## src/hw/rtl/dds_pkg.sv

```systemverilog
// ----------------------------------------------------------------------------
// dds_pkg
// Shared types and constants for the deadlock detection safety check block.
// ----------------------------------------------------------------------------
package dds_pkg;

   localparam int NPROC_DEF = 8;
   localparam int NRES_DEF  = 4;

   localparam int ACTION_W  = 2;
   localparam int PIDX_W    = 3;
   localparam int RIDX_W    = 2;
   localparam int UNITS_W   = 16;
   localparam int WORK_W    = 20;
   localparam int MASK_W    = 8;
   localparam int COUNT_W   = 4;
   localparam int IDX_MAX_W = 4;

   localparam logic [WORK_W-1:0] WORK_MAX = {WORK_W{1'b1}};

   typedef enum logic [ACTION_W-1:0] {
      ACT_LOAD_ENTRY = 2'd0,
      ACT_LOAD_FREE  = 2'd1,
      ACT_RUN        = 2'd2
   } action_type;

   typedef enum logic [2:0] {
      ST_IDLE,
      ST_PICK,
      ST_CHECK,
      ST_RELEASE,
      ST_ADVANCE,
      ST_REPORT
   } state_type;

   // control from the sequencer to the work vector datapath
   typedef struct packed {
      logic                 copy;
      logic                 free_we;
      logic [IDX_MAX_W-1:0] free_idx;
      logic [UNITS_W-1:0]   free_data;
      logic                 rel;
      logic [IDX_MAX_W-1:0] idx;
   } work_cmd_type;

endpackage

```

## src/hw/rtl/dds_ram.sv

```systemverilog
// ----------------------------------------------------------------------------
// dds_ram
// Generic single write port, single read port RAM with registered read data.
// ----------------------------------------------------------------------------
module dds_ram #(
   parameter int WIDTH = 32,
   parameter int DEPTH = 32
) (
   input  logic                     clock,
   input  logic                     we,
   input  logic [$clog2(DEPTH)-1:0] waddr,
   input  logic [WIDTH-1:0]         wdata,
   input  logic                     re,
   input  logic [$clog2(DEPTH)-1:0] raddr,
   output logic [WIDTH-1:0]         rdata
);

   logic [WIDTH-1:0] mem_ff [DEPTH];
   logic [WIDTH-1:0] rdata_ff;

   always_ff @(posedge clock) begin
      if (we) begin
         mem_ff[waddr] <= wdata;
      end
      if (re) begin
         rdata_ff <= mem_ff[raddr];
      end
   end

   assign rdata = rdata_ff;

endmodule

```

## src/hw/rtl/dds_work.sv

```systemverilog
// ----------------------------------------------------------------------------
// dds_work
// Free-units and work vectors with the need compare and saturating release.
// ----------------------------------------------------------------------------
module dds_work #(
   parameter int NRES = dds_pkg::NRES_DEF
) (
   input  logic                        clock,
   input  logic                        reset,
   input  dds_pkg::work_cmd_type       cmd,
   input  logic [dds_pkg::UNITS_W-1:0] held,
   input  logic [dds_pkg::UNITS_W-1:0] need,
   output logic                        fit
);

   localparam int RW = (NRES > 1) ? $clog2(NRES) : 1;

   logic [dds_pkg::UNITS_W-1:0] free_ff [NRES];
   logic [dds_pkg::WORK_W-1:0]  work_ff [NRES];
   logic [dds_pkg::WORK_W-1:0]  work_sel;
   logic [dds_pkg::WORK_W:0]    sum;
   logic [dds_pkg::WORK_W-1:0]  sum_sat;
   logic [RW-1:0]               idx;
   logic [RW-1:0]               free_idx;

   assign idx      = cmd.idx[RW-1:0];
   assign free_idx = cmd.free_idx[RW-1:0];
   assign work_sel = work_ff[idx];
   assign fit      = (dds_pkg::WORK_W'(need) <= work_sel);
   assign sum      = (dds_pkg::WORK_W+1)'(work_sel) + (dds_pkg::WORK_W+1)'(held);
   assign sum_sat  = sum[dds_pkg::WORK_W] ? dds_pkg::WORK_MAX : sum[dds_pkg::WORK_W-1:0];

   always_ff @(posedge clock) begin
      if (cmd.free_we) begin
         free_ff[free_idx] <= cmd.free_data;
      end
   end

   always_ff @(posedge clock) begin
      if (reset) begin
         for (int i = 0; i < NRES; i++) begin
            work_ff[i] <= '0;
         end
      end else if (cmd.copy) begin
         for (int i = 0; i < NRES; i++) begin
            work_ff[i] <= dds_pkg::WORK_W'(free_ff[i]);
         end
      end else if (cmd.rel) begin
         work_ff[idx] <= sum_sat;
      end
   end

endmodule

```

## src/hw/rtl/deadlock_detection_safety_check.sv

```systemverilog
// ----------------------------------------------------------------------------
// deadlock_detection_safety_check
// Banker's safety check over a held/need table kept in one RAM.
// ----------------------------------------------------------------------------
// req channel: one beat per action. action 0 writes held units and the need
// (max minus held, clamped at zero) of one process/resource entry, action 1
// writes the free units of one resource, action 2 runs the check. loads give
// no rsp beat; action 3 and out-of-range loads are dropped.
// a run copies the free vector into the work vector and walks the processes
// in passes. each unfinished process compares its need row, read one entry
// at a time through the single read port of the table RAM, and, when it
// fits, reads its held row back the same way to add it to the work vector;
// a finished process only passes through the pick and advance steps.
// rsp carries deadlocked, the blocked mask and the finished count. it sits
// in an output register: req stays open for loads while it waits, and a
// further run holds in its report step until the rsp register is free.
// reset clears the sequencer and the rsp register; table contents are not
// cleared and must be loaded before a run.
// ----------------------------------------------------------------------------
module deadlock_detection_safety_check #(
   parameter int NPROC = dds_pkg::NPROC_DEF,
   parameter int NRES  = dds_pkg::NRES_DEF
) (
   input  logic                         clock,
   input  logic                         reset,
   input  logic                         req_valid,
   output logic                         req_ready,
   input  logic [dds_pkg::ACTION_W-1:0] req_action,
   input  logic [dds_pkg::PIDX_W-1:0]   req_process_index,
   input  logic [dds_pkg::RIDX_W-1:0]   req_resource_index,
   input  logic [dds_pkg::UNITS_W-1:0]  req_held_units,
   input  logic [dds_pkg::UNITS_W-1:0]  req_max_units,
   input  logic [dds_pkg::UNITS_W-1:0]  req_free_units,
   output logic                         rsp_valid,
   input  logic                         rsp_ready,
   output logic                         rsp_deadlocked,
   output logic [dds_pkg::MASK_W-1:0]   rsp_blocked_mask,
   output logic [dds_pkg::COUNT_W-1:0]  rsp_finished_count
);

   localparam int PW    = (NPROC > 1) ? $clog2(NPROC) : 1;
   localparam int RW    = (NRES > 1) ? $clog2(NRES) : 1;
   localparam int CW    = $clog2(NRES + 1);
   localparam int NW    = $clog2(NPROC + 1);
   localparam int AW    = PW + RW;
   localparam int DEPTH = 1 << AW;
   localparam int DW    = 2 * dds_pkg::UNITS_W;

   dds_pkg::state_type state_ff, state_in;

   logic [PW-1:0]    proc_ff, proc_in;
   logic [PW-1:0]    pass_ff, pass_in;
   logic [CW-1:0]    iss_ff, iss_in;
   logic             rd_vld_ff, rd_vld_in;
   logic [RW-1:0]    rd_idx_ff, rd_idx_in;
   logic             fit_ff, fit_in;
   logic             progress_ff, progress_in;
   logic [NW-1:0]    done_ff, done_in;
   logic [NPROC-1:0] flags_ff, flags_in;

   logic                        rsp_valid_ff, rsp_valid_in;
   logic                        rsp_dead_ff, rsp_dead_in;
   logic [dds_pkg::MASK_W-1:0]  rsp_mask_ff, rsp_mask_in;
   logic [dds_pkg::COUNT_W-1:0] rsp_count_ff, rsp_count_in;
   logic [dds_pkg::MASK_W-1:0]  blocked;

   logic                        req_fire;
   logic                        issuing;
   logic                        rd_last;
   logic                        report_fire;
   logic                        entry_ok;
   logic                        free_ok;
   logic [dds_pkg::UNITS_W-1:0] load_need;

   logic          ram_we;
   logic [AW-1:0] ram_waddr;
   logic [DW-1:0] ram_wdata;
   logic          ram_re;
   logic [AW-1:0] ram_raddr;
   logic [DW-1:0] ram_rdata;

   dds_pkg::work_cmd_type cmd;
   logic                  chk_fit;

   assign req_ready   = (state_ff == dds_pkg::ST_IDLE);
   assign req_fire    = req_valid && req_ready;
   assign issuing     = (iss_ff != CW'(NRES));
   assign rd_last     = (rd_idx_ff == RW'(NRES - 1));
   assign report_fire = !rsp_valid_ff || rsp_ready;
   assign entry_ok    = (32'(req_process_index) < NPROC) && (32'(req_resource_index) < NRES);
   assign free_ok     = (32'(req_resource_index) < NRES);
   assign load_need   = (req_max_units > req_held_units) ? (req_max_units - req_held_units)
                                                          : '0;

   for (genvar g = 0; g < dds_pkg::MASK_W; g++) begin : g_mask
      if (g < NPROC) begin : g_live
         assign blocked[g] = !flags_ff[g];
      end else begin : g_none
         assign blocked[g] = 1'b0;
      end
   end

   dds_ram #(
      .WIDTH (DW),
      .DEPTH (DEPTH)
   ) u_table (
      .clock (clock),
      .we    (ram_we),
      .waddr (ram_waddr),
      .wdata (ram_wdata),
      .re    (ram_re),
      .raddr (ram_raddr),
      .rdata (ram_rdata)
   );

   dds_work #(
      .NRES (NRES)
   ) u_work (
      .clock (clock),
      .reset (reset),
      .cmd   (cmd),
      .held  (ram_rdata[DW-1:dds_pkg::UNITS_W]),
      .need  (ram_rdata[dds_pkg::UNITS_W-1:0]),
      .fit   (chk_fit)
   );

   // next state
   always_comb begin
      state_in = state_ff;
      unique case (state_ff)
         dds_pkg::ST_IDLE: begin
            if (req_fire && (req_action == dds_pkg::ACT_RUN)) begin
               state_in = dds_pkg::ST_PICK;
            end
         end
         dds_pkg::ST_PICK: begin
            state_in = flags_ff[proc_ff] ? dds_pkg::ST_ADVANCE : dds_pkg::ST_CHECK;
         end
         dds_pkg::ST_CHECK: begin
            if (rd_vld_ff && rd_last) begin
               state_in = (fit_ff && chk_fit) ? dds_pkg::ST_RELEASE : dds_pkg::ST_ADVANCE;
            end
         end
         dds_pkg::ST_RELEASE: begin
            if (rd_vld_ff && rd_last) begin
               state_in = dds_pkg::ST_ADVANCE;
            end
         end
         dds_pkg::ST_ADVANCE: begin
            if (proc_ff != PW'(NPROC - 1)) begin
               state_in = dds_pkg::ST_PICK;
            end else if (progress_ff && (pass_ff != PW'(NPROC - 1))) begin
               state_in = dds_pkg::ST_PICK;
            end else begin
               state_in = dds_pkg::ST_REPORT;
            end
         end
         dds_pkg::ST_REPORT: begin
            if (report_fire) begin
               state_in = dds_pkg::ST_IDLE;
            end
         end
         default: state_in = dds_pkg::ST_IDLE;
      endcase
   end

   // datapath control and counters
   always_comb begin
      proc_in     = proc_ff;
      pass_in     = pass_ff;
      iss_in      = iss_ff;
      rd_vld_in   = 1'b0;
      rd_idx_in   = iss_ff[RW-1:0];
      fit_in      = fit_ff;
      progress_in = progress_ff;
      done_in     = done_ff;
      flags_in    = flags_ff;

      ram_we    = 1'b0;
      ram_waddr = {PW'(req_process_index), RW'(req_resource_index)};
      ram_wdata = {req_held_units, load_need};
      ram_re    = 1'b0;
      ram_raddr = {proc_ff, iss_ff[RW-1:0]};

      cmd           = '0;
      cmd.free_idx  = dds_pkg::IDX_MAX_W'(req_resource_index);
      cmd.free_data = req_free_units;
      cmd.idx       = dds_pkg::IDX_MAX_W'(rd_idx_ff);

      rsp_valid_in = rsp_valid_ff && !rsp_ready;
      rsp_dead_in  = rsp_dead_ff;
      rsp_mask_in  = rsp_mask_ff;
      rsp_count_in = rsp_count_ff;

      unique case (state_ff)
         dds_pkg::ST_IDLE: begin
            if (req_fire) begin
               case (req_action)
                  dds_pkg::ACT_LOAD_ENTRY: ram_we = entry_ok;
                  dds_pkg::ACT_LOAD_FREE:  cmd.free_we = free_ok;
                  dds_pkg::ACT_RUN: begin
                     cmd.copy    = 1'b1;
                     flags_in    = '0;
                     done_in     = '0;
                     proc_in     = '0;
                     pass_in     = '0;
                     progress_in = 1'b0;
                  end
                  default: ;
               endcase
            end
         end
         dds_pkg::ST_PICK: begin
            iss_in = '0;
            fit_in = 1'b1;
         end
         dds_pkg::ST_CHECK: begin
            if (issuing) begin
               ram_re    = 1'b1;
               rd_vld_in = 1'b1;
               iss_in    = iss_ff + CW'(1);
            end
            if (rd_vld_ff) begin
               fit_in = fit_ff && chk_fit;
               if (rd_last) begin
                  iss_in = '0;
               end
            end
         end
         dds_pkg::ST_RELEASE: begin
            if (issuing) begin
               ram_re    = 1'b1;
               rd_vld_in = 1'b1;
               iss_in    = iss_ff + CW'(1);
            end
            if (rd_vld_ff) begin
               cmd.rel = 1'b1;
               if (rd_last) begin
                  flags_in[proc_ff] = 1'b1;
                  done_in           = done_ff + NW'(1);
                  progress_in       = 1'b1;
               end
            end
         end
         dds_pkg::ST_ADVANCE: begin
            if (proc_ff != PW'(NPROC - 1)) begin
               proc_in = proc_ff + PW'(1);
            end else if (progress_ff && (pass_ff != PW'(NPROC - 1))) begin
               proc_in     = '0;
               pass_in     = pass_ff + PW'(1);
               progress_in = 1'b0;
            end
         end
         dds_pkg::ST_REPORT: begin
            if (report_fire) begin
               rsp_valid_in = 1'b1;
               rsp_dead_in  = (done_ff != NW'(NPROC));
               rsp_mask_in  = blocked;
               rsp_count_in = dds_pkg::COUNT_W'(done_ff);
            end
         end
         default: ;
      endcase
   end

   always_ff @(posedge clock) begin
      if (reset) begin
         state_ff     <= dds_pkg::ST_IDLE;
         proc_ff      <= '0;
         pass_ff      <= '0;
         iss_ff       <= '0;
         rd_vld_ff    <= 1'b0;
         fit_ff       <= 1'b0;
         progress_ff  <= 1'b0;
         done_ff      <= '0;
         flags_ff     <= '0;
         rsp_valid_ff <= 1'b0;
      end else begin
         state_ff     <= state_in;
         proc_ff      <= proc_in;
         pass_ff      <= pass_in;
         iss_ff       <= iss_in;
         rd_vld_ff    <= rd_vld_in;
         fit_ff       <= fit_in;
         progress_ff  <= progress_in;
         done_ff      <= done_in;
         flags_ff     <= flags_in;
         rsp_valid_ff <= rsp_valid_in;
      end
   end

   always_ff @(posedge clock) begin
      rd_idx_ff    <= rd_idx_in;
      rsp_dead_ff  <= rsp_dead_in;
      rsp_mask_ff  <= rsp_mask_in;
      rsp_count_ff <= rsp_count_in;
   end

   assign rsp_valid          = rsp_valid_ff;
   assign rsp_deadlocked     = rsp_dead_ff;
   assign rsp_blocked_mask   = rsp_mask_ff;
   assign rsp_finished_count = rsp_count_ff;

endmodule

```

## config.mk

```make
export PLATFORM = sky130hd
export DESIGN_NAME = deadlock_detection_safety_check
export DESIGN_NICKNAME = d
export VERILOG_FILES = /design/src/hw/rtl/dds_pkg.sv /design/src/hw/rtl/dds_ram.sv /design/src/hw/rtl/dds_work.sv /design/src/hw/rtl/deadlock_detection_safety_check.sv
export SDC_FILE = /design/constraint.sdc
export NUM_CORES = 1
export LEC_CHECK = 0
export BUFFER_PORTS_ARGS = -buffer_cell sky130_fd_sc_hd__buf_2
export CORE_ASPECT_RATIO = 1.5
export CORE_MARGIN = 4
export CORE_UTILIZATION = 35
export CTS_BUF_LIST = sky130_fd_sc_hd__clkbuf_2 sky130_fd_sc_hd__clkbuf_4 sky130_fd_sc_hd__clkbuf_8
export CTS_CLUSTER_DIAMETER = 30
export CTS_CLUSTER_SIZE = 30
export DETAILED_ROUTE_END_ITERATION = 8
export HOLD_SLACK_MARGIN = 0.02
export PLACE_DENSITY = 0.47
export RECOVER_POWER = 100
export SLEW_MARGIN = 10
export SYNTH_ARGS = -nofsm -noshare
export SYNTH_HDL_FRONTEND = slang
export SYNTH_SLANG_ARGS = --single-unit
```

## constraint.sdc

```tcl
create_clock -name clock -period 12.9 [get_ports clock]
set_clock_uncertainty 0.05 [all_clocks]
set_input_delay 0 -clock clock [delete_from_list [all_inputs] [get_ports clock]]
set_output_delay 0 -clock clock [all_outputs]
set_load 0.02 [all_outputs]
```

### Word-level counts from Yosys, hierarchy flattened

Memories as Yosys holds them, arrays and structs flattened. A register that Yosys moved wholly into a read port is not among the register bits.
Cells that the tools add are included.

* add/sub/neg operators: 6
* eq/ne operators: 24
* reductions and logical operators: 34
* $lt $le $gt $ge: 4
* muxes and demuxes: 79
* divide/modulo/power cells: 0
* shifts and indexed selects: 0
* bitwise gates (word level): 5
* multiply operators: 0

Operator list (number)
* $mux W20: 6
* $mux W3: 17
* $mux W1: 34
* $mux W8: 4
* $add A20 B16 Y21: 1
* $le A16 B20 Y1: 1
* $reduce_or A20 Y1: 1
* $pmux W3 S6: 1
* $gt A16 B16 Y1: 1
* $mux W16: 1
* $mux W4: 4
* $ne A2 B2 Y1 const B: 8
* $pmux W8 S2: 1
* $sub A16 B16 Y16: 1
* $ne A3 B3 Y1 const B: 4
* $pmux W3 S2: 2
* $logic_not A1 Y1: 10
* $reduce_and A5 Y1: 2
* $add A3 B1 Y3 const B: 3
* $pmux W3 S3: 1
* $or A8 B8 Y8: 1
* $pmux W4 S2: 1
* $reduce_and A4 Y1: 2
* $logic_and A1 B1 Y1: 7
* other kinds (24): 38

* input port bits: 59
* latch bits: 0
* RAM bits: 1168
* register bits: 43
* output and inout bits: 15
* bits in read-only memories: 0
* memories: 3
* logic and storage cells: 169

Memory list
* u_table.mem_ff: words 32, bits a word 32, read ports 1, clocked after Yosys merged registers in 1, write ports 1, line dds_ram.sv:18 `logic [WIDTH-1:0] mem_ff [DEPTH];`
* u_work.work_ff: words 4, bits a word 20, read ports 1, clocked after Yosys merged registers in 1, write ports 4, line dds_work.sv:19 `logic [dds_pkg::WORK_W-1:0] work_ff [NRES];`
* u_work.free_ff: words 4, bits a word 16, read ports 4, clocked after Yosys merged registers in 0, write ports 1, line dds_work.sv:18 `logic [dds_pkg::UNITS_W-1:0] free_ff [NRES];`

### Logic depth before layout (Yosys ltp)

Gate-level depths: netlist of the first run.

* depth in word-level cells: 9
* gate-level depth with buffers: 15
* depth with buffers taken out: 11

### By module

From an unflattened synthesis of the first run, not the netlist that was laid out.

* cell total of the unflattened synthesis: 3147
* area total of the unflattened synthesis: 50708.6 um^2

By module, submodules not included
* dds_ram: cells each 2260, area each 40812.9 um^2, sequential area each 31710.4 um^2, instances 1
* dds_work: cells each 536, area each 6998.0 um^2, sequential area each 4324.1 um^2, instances 1
* deadlock_detection_safety_check: cells each 351, area each 2897.8 um^2, sequential area each 991.0 um^2, instances 1

### Least setup slack after synthesis of the first run

No wires, ideal clock.

* path kind: input port to flip-flop
* start: input port req_max_units[0] in the netlist's numbering
* end: memory u_table.mem_ff[0][14] (data pin)
* arrival time: 3.466 ns
* data required time: 12.310 ns
* buffers on the path: 0
* setup time: 0.540 ns
* stages: 10
* path slack: 8.844 ns
* cell sequence: inv_1 > ha_1 > inv_1 > fa_1 > a211oi_2 > o21bai_1 > o31ai_2 > a31oi_1 > a22o_1 > nor4_1

* cells in the longest elaborated chain, start to end: 2
* elaborated cells on any way between the ends: 3
* those cells by class: add/sub: 1; order compare: 1; mux: 1

Ends and longest elaborated chain
* start: declaration: line deadlock_detection_safety_check.sv:32 `input logic [dds_pkg::UNITS_W-1:0] req_max_units,`
* $sub A16 B16 Y16 or $gt A16 B16 Y1 (tied branches): line deadlock_detection_safety_check.sv:92 `assign load_need = (req_max_units > req_held_units) ? (req_max_units - req_held_units)`
* $mux W16 (*): line deadlock_detection_safety_check.sv:92
* via load_need, one bit: line deadlock_detection_safety_check.sv:73 `logic [dds_pkg::UNITS_W-1:0] load_need;`
* end: declaration: line dds_ram.sv:18

The timed path passes the listed nets; every way through them passes the cells marked *.

### Final worst setup path of the first run

* start: register iss_ff[0]
* end: register u_table.rdata_ff[18], in the netlist u_table.rdata[18] (read register of u_table.mem_ff) (data pin)

* cells in the longest elaborated chain, start to end: 3

Ends and longest elaborated chain
* start: declaration: line deadlock_detection_safety_check.sv:53 `logic [CW-1:0] iss_ff, iss_in;`
* start signal: assignment: line deadlock_detection_safety_check.sv:282 `iss_ff <= iss_in;`
* $ne A3 B3 Y1: line deadlock_detection_safety_check.sv:87 `assign issuing = (iss_ff != CW'(NRES));`
* $mux W1: line deadlock_detection_safety_check.sv:218, deadlock_detection_safety_check.sv:231
* $mux W1
* end: declaration: line dds_ram.sv:19 `logic [WIDTH-1:0] rdata_ff;`

Several ways; a longest one is shown, not always the timed one.
A chain may end at the register's enable or synchronous reset.

==> results of run 1 <==
-- power by group --
group	internal (W)	switching [W]	total [W]
Sequential	0.00452	0.0000280	0.00455
Clock	0.00180	0.00161	0.00341
Combinational	0.000386	0.000497	0.000883
Total	0.00671	0.00214	0.00884
-- cell families after synthesis --
kind of cell             after synthesis
adder cells (fa/ha/maj)               58
AND/OR/NAND/NOR                      370
AO/OA/AOI/OAI                        342
XOR/XNOR                              23
flip-flops                          1243
buffers and inverters                182
multiplexers                         279
-- routing by layer --
metal	part of all wire	track usage	vias up	wire length (microns)
met2	0.52	0.356	854	76000
met5	0	0	-	0
met3	0.049	0.0283	233	7160
met1	0.40	0.249	14100	57900
li1	-	-	10900	-
met4	0.029	0.0596	0	4260
-- cell type report --
cell class | instances | area, sq um | share of cell area
antenna | 3 | 7.51 | 0.000133
clock buffer | 192 | 2550 | 0.0453
clock inverter | 127 | 1340 | 0.0238
inverter | 61 | 229 | 0.00406
tap | 1870 | 2340 | 0.0414
timing repair buffer | 227 | 1470 | 0.0260
sequential | 1243 | 37000 | 0.656
multi-input combinational | 1072 | 11500 | 0.203
-- tightest hold or removal path: stages --
cell	delay, ns
sky130_fd_sc_hd__buf_2	0.14
sky130_fd_sc_hd__ha_1	0.24
sky130_fd_sc_hd__o21bai_1	0.14
sky130_fd_sc_hd__a21oi_1	0.08
sky130_fd_sc_hd__xor2_1	0.13
sky130_fd_sc_hd__nor2_1	0.13
-- cells in the final DEF (no fill, tap or decap), types with 12 or more instances in the layout --
cell type / synthesis / final
sky130_fd_sc_hd__o21ai_0: 72 / 77
sky130_fd_sc_hd__ha_1: 56 / 56
sky130_fd_sc_hd__nor2_4: 0 / 32
sky130_fd_sc_hd__nand2b_1: 16 / 16
sky130_fd_sc_hd__nor2_1: 121 / 90
sky130_fd_sc_hd__nand4_1: 47 / 47
sky130_fd_sc_hd__a21oi_1: 54 / 55
sky130_fd_sc_hd__nand2_1: 93 / 93
sky130_fd_sc_hd__edfxtp_1: 1213 / 1213
sky130_fd_sc_hd__mux4_2: 276 / 276
sky130_fd_sc_hd__clkinvlp_4: 0 / 32
sky130_fd_sc_hd__xnor2_1: 12 / 12
sky130_fd_sc_hd__bufinv_16: 0 / 21
sky130_fd_sc_hd__clkbuf_8: 0 / 178
sky130_fd_sc_hd__buf_4: 2 / 12
sky130_fd_sc_hd__buf_2: 33 / 40
sky130_fd_sc_hd__inv_6: 0 / 14
sky130_fd_sc_hd__clkbuf_1: 71 / 95
sky130_fd_sc_hd__a22oi_1: 131 / 131
sky130_fd_sc_hd__clkinv_1: 0 / 17
sky130_fd_sc_hd__clkbuf_4: 0 / 14
sky130_fd_sc_hd__clkinv_4: 0 / 15
sky130_fd_sc_hd__nor2b_1: 14 / 14
sky130_fd_sc_hd__a22o_1: 13 / 13
sky130_fd_sc_hd__inv_1: 61 / 61
sky130_fd_sc_hd__nand3_1: 20 / 20
sky130_fd_sc_hd__dfxtp_1: 30 / 30
sky130_fd_sc_hd__clkinv_2: 0 / 26
sky130_fd_sc_hd__nor3_1: 17 / 15
sky130_fd_sc_hd__dlygate4sd3_1: 0 / 78
-- worst max-delay path by stage --
| stage | from | end | slack, ns | cells past startpoint |
|---|---|---|---|---|
| after floorplan | req_max_units[0] | u_table.mem_ff[0][14]$_DFFE_PP_ | 8.84 | 10 |
| after global placement | rd_idx_ff[0]$_DFF_P_ | u_work.work_ff[0][2]$_DFFE_PP_ | 8.28 | 12 |
| after detailed placement | rd_idx_ff[0]$_DFF_P_ | u_work.work_ff[1][10]$_DFFE_PP_ | 8.29 | 12 |
| after CTS | rd_idx_ff[0]$_DFF_P_ | u_work.work_ff[1][10]$_DFFE_PP_ | 8.28 | 12 |
| after global routing | iss_ff[0]$_SDFFE_PP0P_ | u_table.rdata[18]$_DFFE_PP_ | 4.22 | 5 |
| final | iss_ff[0]$_SDFFE_PP0P_ | u_table.rdata[18]$_DFFE_PP_ | 5.37 | 5 |
-- state kept, by name (all words and copies together), names as in the netlist, 4 cells and up --
signal / cells
u_table.mem_ff: 1024
rsp_blocked_mask: 8
u_table.rdata: 32
rsp_finished_count: 4
u_work.free_ff: 64
flags_ff: 8
done_ff: 4
u_work.work_ff: 80
-- metrics by stage --
stage / setup slack, ns / utilization
finish: 5.37 / 0.404
global route: 4.22 / 0.404
CTS: 8.28 / 0.407
detailed placement: 8.29 / 0.374
global placement: 8.28 / 0.374
floorplan: 8.84 / -
-- timing repair --
action / CTS / global route
endpoints found under the setup margin: 0 / 0
hold buffers: 78 / 0
resized for setup: 0 / 0
hold endpoints to repair: 934 / 0
==> out/qor.json, run 1 <==
{
  "chipHeight_microns": 466,
  "worst_ir_drop_vdd_v": 0.000116,
  "violations": "capacitance limit, slew limit",
  "cp-end-kind": "flip-flop",
  "dp.final_hpwl_microns": 75900,
  "hp-class": "in2reg",
  "cts_tree": "yes",
  "worst-slew-pin-transition_ns": 4.34,
  "postSynthAreaPerCell_sq_um": 19.6,
  "max-slew-margin-rel": -1.89,
  "placement_rows": 168,
  "synth_area_sq_um": 49000,
  "max_clock_freq_mhz": 133,
  "cts_made_buffers": 173,
  "pin_count": 74,
  "average_wire_length_per_cell_after_detail_routing_microns": 30.3,
  "hold_violations": 0,
  "report.final.slew_viol_count": 1586,
  "numnets_final": 2895,
  "type_of_the_worst_setup_path": "reg2reg",
  "synth_compound_gate_area_share": 0.0469,
  "status": "finished, violations left",
  "cpLargestDelayFamily": "buffers and inverters",
  "crit_path_cell_trace": "clkbuf_1, clkbuf_1, mux4_2, a22oi_1, nand4_1",
  "dp_cells": 4395,
  "design.core.area_sq_um": 140000,
  "routed_wl_microns": 145000,
  "cap_viol_max_count": 51,
  "detail_route.vias_per_cell": 5.45,
  "ys.warnings.count": 0,
  "post_synth_num_cell_types": 67,
  "synth_most_common_cell": "sky130_fd_sc_hd__edfxtp_1",
  "synth_top_area_frac": 0.743,
  "largest_fanout_of_any_net_on_the_critical_path": 35,
  "total_number_of_vias": 26100,
  "grt.overflow.total": 0,
  "critical-path-top-cell-by-count": "sky130_fd_sc_hd__clkbuf_1",
  "muxShareOfSynthArea": 0.127,
  "worst_skew_pair.late_latency_ns": 0.87,
  "hold_end": "u_table.mem_ff[17][7]$_DFFE_PP_",
  "cp_data_arrival_time_ns": 8.02,
  "route.detailed.drc": 0,
  "drive_above_1_share": 0.231,
  "yosysSeqAreaShare": 0.755,
  "fin_setup_tns_ns": 0,
  "synth.top_cells.by_area": "sky130_fd_sc_hd__edfxtp_1, sky130_fd_sc_hd__mux4_2, sky130_fd_sc_hd__a22oi_1, sky130_fd_sc_hd__ha_1, sky130_fd_sc_hd__dfxtp_1",
  "rr_endpoint": "u_table.rdata[18]$_DFFE_PP_",
  "whs_ns": 0.147,
  "gp_congestion": 0.807,
  "layout.cell_area.non_filler_sq_um": 56400,
  "number_of_global_route_vias_before_repair": 27400,
  "power_per_cell_area_nw_per_um2": 157,
  "ctsLongestPathBuffers": 3,
  "synth_adder_area_share": 0.0151,
  "static-leakage-power_nw": 17.3,
  "crit_path_max_incr_delay_ns": 2.36,
  "unrepaired_setup_endpoints_after_global_routing": "false",
  "io_buffer_count": 73,
  "critical_path_cell_with_the_highest_stage_delay": "sky130_fd_sc_hd__clkbuf_1",
  "power_w": 0.00884,
  "cp.required_ns": 13.39,
  "synth-edff-count": 1213,
  "cts.htree.levels": 4,
  "cp_num_buf_inv": 2,
  "die-area_sq_um": 146000,
  "clock-sinks": 1243,
  "reg2reg_setup_slack_ns": 5.37,
  "instances_no_fill": 4795,
  "hold_path_startpoint": "req_max_units[5]",
  "ctsRootBufferMaster": "sky130_fd_sc_hd__clkbuf_8",
  "hold_depth": 6,
  "postSynth.topFlopCell": "sky130_fd_sc_hd__edfxtp_1",
  "grt_max_degree": 129,
  "first_pass_iters": 7,
  "ant_nets": 0,
  "postSynthNetCount": 2614,
  "cell_type_with_the_largest_total_area_after_synthesis": "sky130_fd_sc_hd__edfxtp_1",
  "globalRouteTotalUtil": 0.198,
  "post-route-period-util": 0.584,
  "setup-violations-final": 0,
  "area_delta_synth_final_pct": 15.1,
  "largest_family_of_logic_cells_by_synthesized_area": "multiplexers",
  "post_syn_instances": 2497,
  "synth_top_cells_by_count": "sky130_fd_sc_hd__edfxtp_1, sky130_fd_sc_hd__mux4_2, sky130_fd_sc_hd__a22oi_1",
  "setup_fix_buffers_added_after_clock_tree_synthesis": 0,
  "drt_first_iter_violations": 2340,
  "die_width_microns": 314,
  "yosys.area_share.simple": 0.0361,
  "wire_length_of_the_first_global_routing_pass_microns": 205000,
  "fin_crit_ns": 7.53,
  "rr_startpoint": "iss_ff[0]$_SDFFE_PP0P_",
  "start_util": 0.351,
  "reg2regPathDepth": 5,
  "n_fill_cell": 12600,
  "place_area_sq_um": 52100,
  "grt_antenna_before_repair": 7,
  "startpoint_type": "flip-flop",
  "worst_setup_hold_path_clk_slew_ns": 0.07,
  "share_of_the_synthesized_netlist_area_taken_by_xor_and_xnor_gates": 0.00411,
  "synth.ff_latch_count": 1243,
  "synthArstFlopShare": 0
}
No activity file was read; power rests on OpenSTA's default activity.
==> inputs of run 2 (changes only) <==
==> constraint.sdc (replaced) <==
create_clock -name clock -period 7.7 [get_ports clock]
set_clock_uncertainty 0.05 [all_clocks]
set_input_delay 0 -clock clock [delete_from_list [all_inputs] [get_ports clock]]
set_output_delay 0 -clock clock [all_outputs]
set_load 0.02 [all_outputs]
==> run 2 against run 1 <==
Compared with the run above: the flow still finishes with violations (capacitance limit, slew limit); highest routed layer is now met5; first-iteration DRC count shrank 5.6%; cell count did not move; largest cell class unchanged; combinational power is 69% higher; die area unchanged; via count barely moved; global-route usage rose by 0.19 points; cell area rose by 0.20%; largest power group unchanged; maximum frequency grew 25%; clock power increased by 71%; critical endpoint is now u_table.rdata[2]$_DFFE_PP_; sequential share of layout area decreased by 0.13 points.
==> out/qor.json, run 2 (synthesis gave the netlist of run 1 again) <==
{
  "first_pass_iters": {"value": 7, "change": "unchanged"},
  "critical_path_cell_with_the_highest_stage_delay": "sky130_fd_sc_hd__clkbuf_1",
  "worst-slew-pin-transition": {"value": 4.20, "unit": "ns", "change": "-0.133 ns"},
  "average_wire_length_per_cell_after_detail_routing": {"value": 30.7, "unit": "microns", "change": "+1.2%"},
  "max-slew-margin-rel": {"value": -1.80, "change": "+0.0884"},
  "p_sw": {"value": 0.00361, "unit": "W", "change": "+69%"},
  "io_buffer_count": {"value": 73, "change": "unchanged"},
  "total_number_of_vias": {"value": 26100, "change": "+0.092%"},
  "hold_violations": {"value": 0, "change": "unchanged"},
  "route.detailed.drc": {"value": 0, "change": "unchanged"},
  "setup_fix_buffers_added_after_clock_tree_synthesis": {"value": 0, "change": "unchanged"},
  "top_regs": "u_table.mem_ff: 1024 flops, u_work.work_ff: 80 flops, u_work.free_ff: 64 flops",
  "pin_count": {"value": 74, "change": "unchanged"},
  "cts.htree.levels": {"value": 4, "change": "unchanged"},
  "startpoint_type": "flip-flop",
  "max_clock_freq": {"value": 167, "unit": "MHz", "change": "+25%"},
  "grt_max_degree": {"value": 101, "change": "-22%"},
  "die_width": {"value": 314, "unit": "microns", "change": "unchanged"},
  "placement_rows": {"value": 168, "change": "unchanged"},
  "clock-sinks": {"value": 1243, "change": "unchanged"},
  "power.combinational.fraction": {"value": 0.099, "change": "about the same"},
  "ctsRootBufferMaster": "sky130_fd_sc_hd__clkbuf_8",
  "worst_ir_drop_vdd": {"value": 0.000184, "unit": "V", "change": "+58%"},
  "power.share.sequential": {"value": 0.510, "change": "-0.004"},
  "report.final.slew_viol_count": {"value": 1373, "change": "-13%"},
  "mostFrequentLayoutCell": "sky130_fd_sc_hd__edfxtp_1",
  "dp.final_hpwl": {"value": 79100, "unit": "microns", "change": "+4.2%"},
  "rr_startpoint": "iss_ff[1]$_SDFFE_PP0P_",
  "hp-class": "in2reg",
  "wire_length_of_the_first_global_routing_pass": {"value": 206000, "unit": "microns", "change": "+0.52%"},
  "worst_setup_hold_path_clk_slew": {"value": 0.07, "unit": "ns", "change": "about the same"},
  "type_of_the_worst_setup_path": "reg2reg",
  "fin_crit": {"value": 6.00, "unit": "ns", "change": "-1.53 ns"},
  "globalRouteTotalUtil": {"value": 0.200, "change": "+0.00189"},
  "largest_register_ff_count": {"value": 1024, "change": "unchanged"},
  "die-area": {"value": 146000, "unit": "sq um", "change": "unchanged"},
  "status": "finished, violations left",
  "cp-end-kind": "flip-flop",
  "worst_skew_pair.late_latency": {"value": 0.86, "unit": "ns", "change": "about the same"},
  "area_delta_synth_final_pct": 15.4,
  "cts_made_buffers": {"value": 174, "change": "+0.58%"},
  "drt_first_iter_violations": {"value": 2209, "change": "-5.6%"},
  "layout_common_cells": "sky130_fd_sc_hd__edfxtp_1, sky130_fd_sc_hd__mux4_2, sky130_fd_sc_hd__clkbuf_8",
  "cp_data_arrival_time": {"value": 6.40, "unit": "ns", "change": "-1.62 ns"},
  "cp_num_buf_inv": {"value": 1, "change": "-1"},
  "design.core.area": {"value": 140000, "unit": "sq um", "change": "unchanged"},
  "power_per_cell_area": {"value": 265, "unit": "nW/um^2", "change": "+69%"},
  "hold_path_startpoint": "req_max_units[5]",
  "chipHeight": {"value": 466, "unit": "microns", "change": "unchanged"},
  "gp_congestion": {"value": 0.840, "change": "+4.0%"},
  "largest_fanout_of_any_net_on_the_critical_path": {"value": 58, "change": "+66%"},
  "violations": "capacitance limit, slew limit",
  "grt.overflow.total": {"value": 0, "change": "unchanged"},
  "crit_path_cell_trace": "clkbuf_1, mux4_2, a22oi_1, nand4_1",
  "number_of_global_route_vias_before_repair": {"value": 27600, "change": "+0.61%"},
  "power.clock.fraction": {"value": 0.390, "change": "+0.004"},
  "crit_path_max_incr_delay": {"value": 2.82, "unit": "ns", "change": "+0.46 ns"},
  "cts_tree": "yes",
  "cap_viol_max_count": {"value": 48, "change": "-5.9%"},
  "sw_share": {"value": 0.241, "change": "-0.000541"},
  "largest_register": "u_table.mem_ff",
  "numnets_final": {"value": 2895, "change": "unchanged"},
  "start_util": {"value": 0.351, "change": "unchanged"},
  "ant_nets": {"value": 0, "change": "unchanged"},
  "ctsLongestPathBuffers": {"value": 3, "change": "unchanged"},
  "grt_antenna_before_repair": {"value": 10, "change": "+3"},
  "detail_route.vias_per_cell": {"value": 5.45, "change": "about the same"},
  "unrepaired_setup_endpoints_after_global_routing": "false",
  "cpLargestDelayFamily": "buffers and inverters",
  "cp.required": {"value": 8.10, "unit": "ns", "change": "-5.29 ns"},
  "post-route-period-util": {"value": 0.780, "change": "+0.196"},
  "whs": {"value": 0.152, "unit": "ns", "change": "+0.00449 ns"},
  "fin_setup_tns": {"value": 0, "unit": "ns", "change": "unchanged"},
  "power_report.internal_total": {"value": 0.0114, "unit": "W", "change": "+69%"},
  "static-leakage-power": {"value": 17.4, "unit": "nW", "change": "+0.67%"},
  "crit_path_from": "iss_ff[1]$_SDFFE_PP0P_",
  "drive_above_1_share": {"value": 0.233, "change": "+0.00171"},
  "routed_wl": {"value": 147000, "unit": "microns", "change": "+1.2%"},
  "setup-violations-final": {"value": 0, "change": "unchanged"}
}
[run 2: path summary, 6_finish.rpt]
| kind | end | slack [ns] | cells past startpoint |
|---|---|---|---|
| setup / recovery | u_table.rdata[2]$_DFFE_PP_ | 1.70 | 4 |
| hold / removal | u_table.mem_ff[2][6]$_DFFE_PP_ | 0.15 | 5 |
| setup reg to reg | u_table.rdata[2]$_DFFE_PP_ | 1.70 | 4 |
| hold reg to reg | progress_ff$_SDFFE_PP0P_ | 0.42 | 2 |
[run 2: tightest hold or removal path, cell delays in order]
cell                      delay (ns)
sky130_fd_sc_hd__buf_2          0.15
sky130_fd_sc_hd__ha_1           0.21
sky130_fd_sc_hd__a21oi_1        0.11
sky130_fd_sc_hd__xor2_1         0.13
sky130_fd_sc_hd__nor2_1         0.22
[run 2: power groups by stage]
stage	Sequential, W	Clock [W]	Combinational (W)
3_3_place_gp	0.00777	0	0.00146
3_5_place_dp	0.00778	0	0.00149
5_1_grt	0.00764	0.00629	0.00162
4_1_cts	0.00763	0.00600	0.00153
2_1_floorplan	0.00772	0	0.00105
6_report	0.00763	0.00584	0.00149
[run 2: metal layers]
layer | global-route usage | vias to the layer above | wire length (microns)
met5 | 0 | - | 27
met4 | 0.0784 | 4 | 6040
met3 | 0.0349 | 294 | 7610
met2 | 0.353 | 915 | 76400
met1 | 0.245 | 14000 | 57000
li1 | - | 10900 | -
[run 2: timing repair]
item	4_1_cts	5_1_grt
endpoints found under the hold margin	1014	0
hold buffers	76	0
setup endpoints to repair	0	0
gates resized for setup	0	0
[run 2: cell type report]
class	count	area (sq um)
clock buffers	203	2670
inverters	61	229
flip-flops and latches	1243	37000
fillers	12600	83000
diodes	3	7.51
repair buffers	226	1510
well taps	1870	2340
multi-input cells	1072	11500
clock inverters	117	1320
[run 2: metrics by stage]
step	utilization	area, sq um	instances	worst slack (ns)	power (W)
4_1_cts	0.408	56900	4792	3.11	0.0152
6_report	0.405	56600	4795	1.70	0.0150
3_5_place_dp	0.374	52200	4396	3.12	0.00927
3_3_place_gp	0.374	52200	4396	3.12	0.00924
2_1_floorplan	-	49000	2497	3.64	0.00878
5_1_grt	0.405	56600	4793	1.46	0.0156
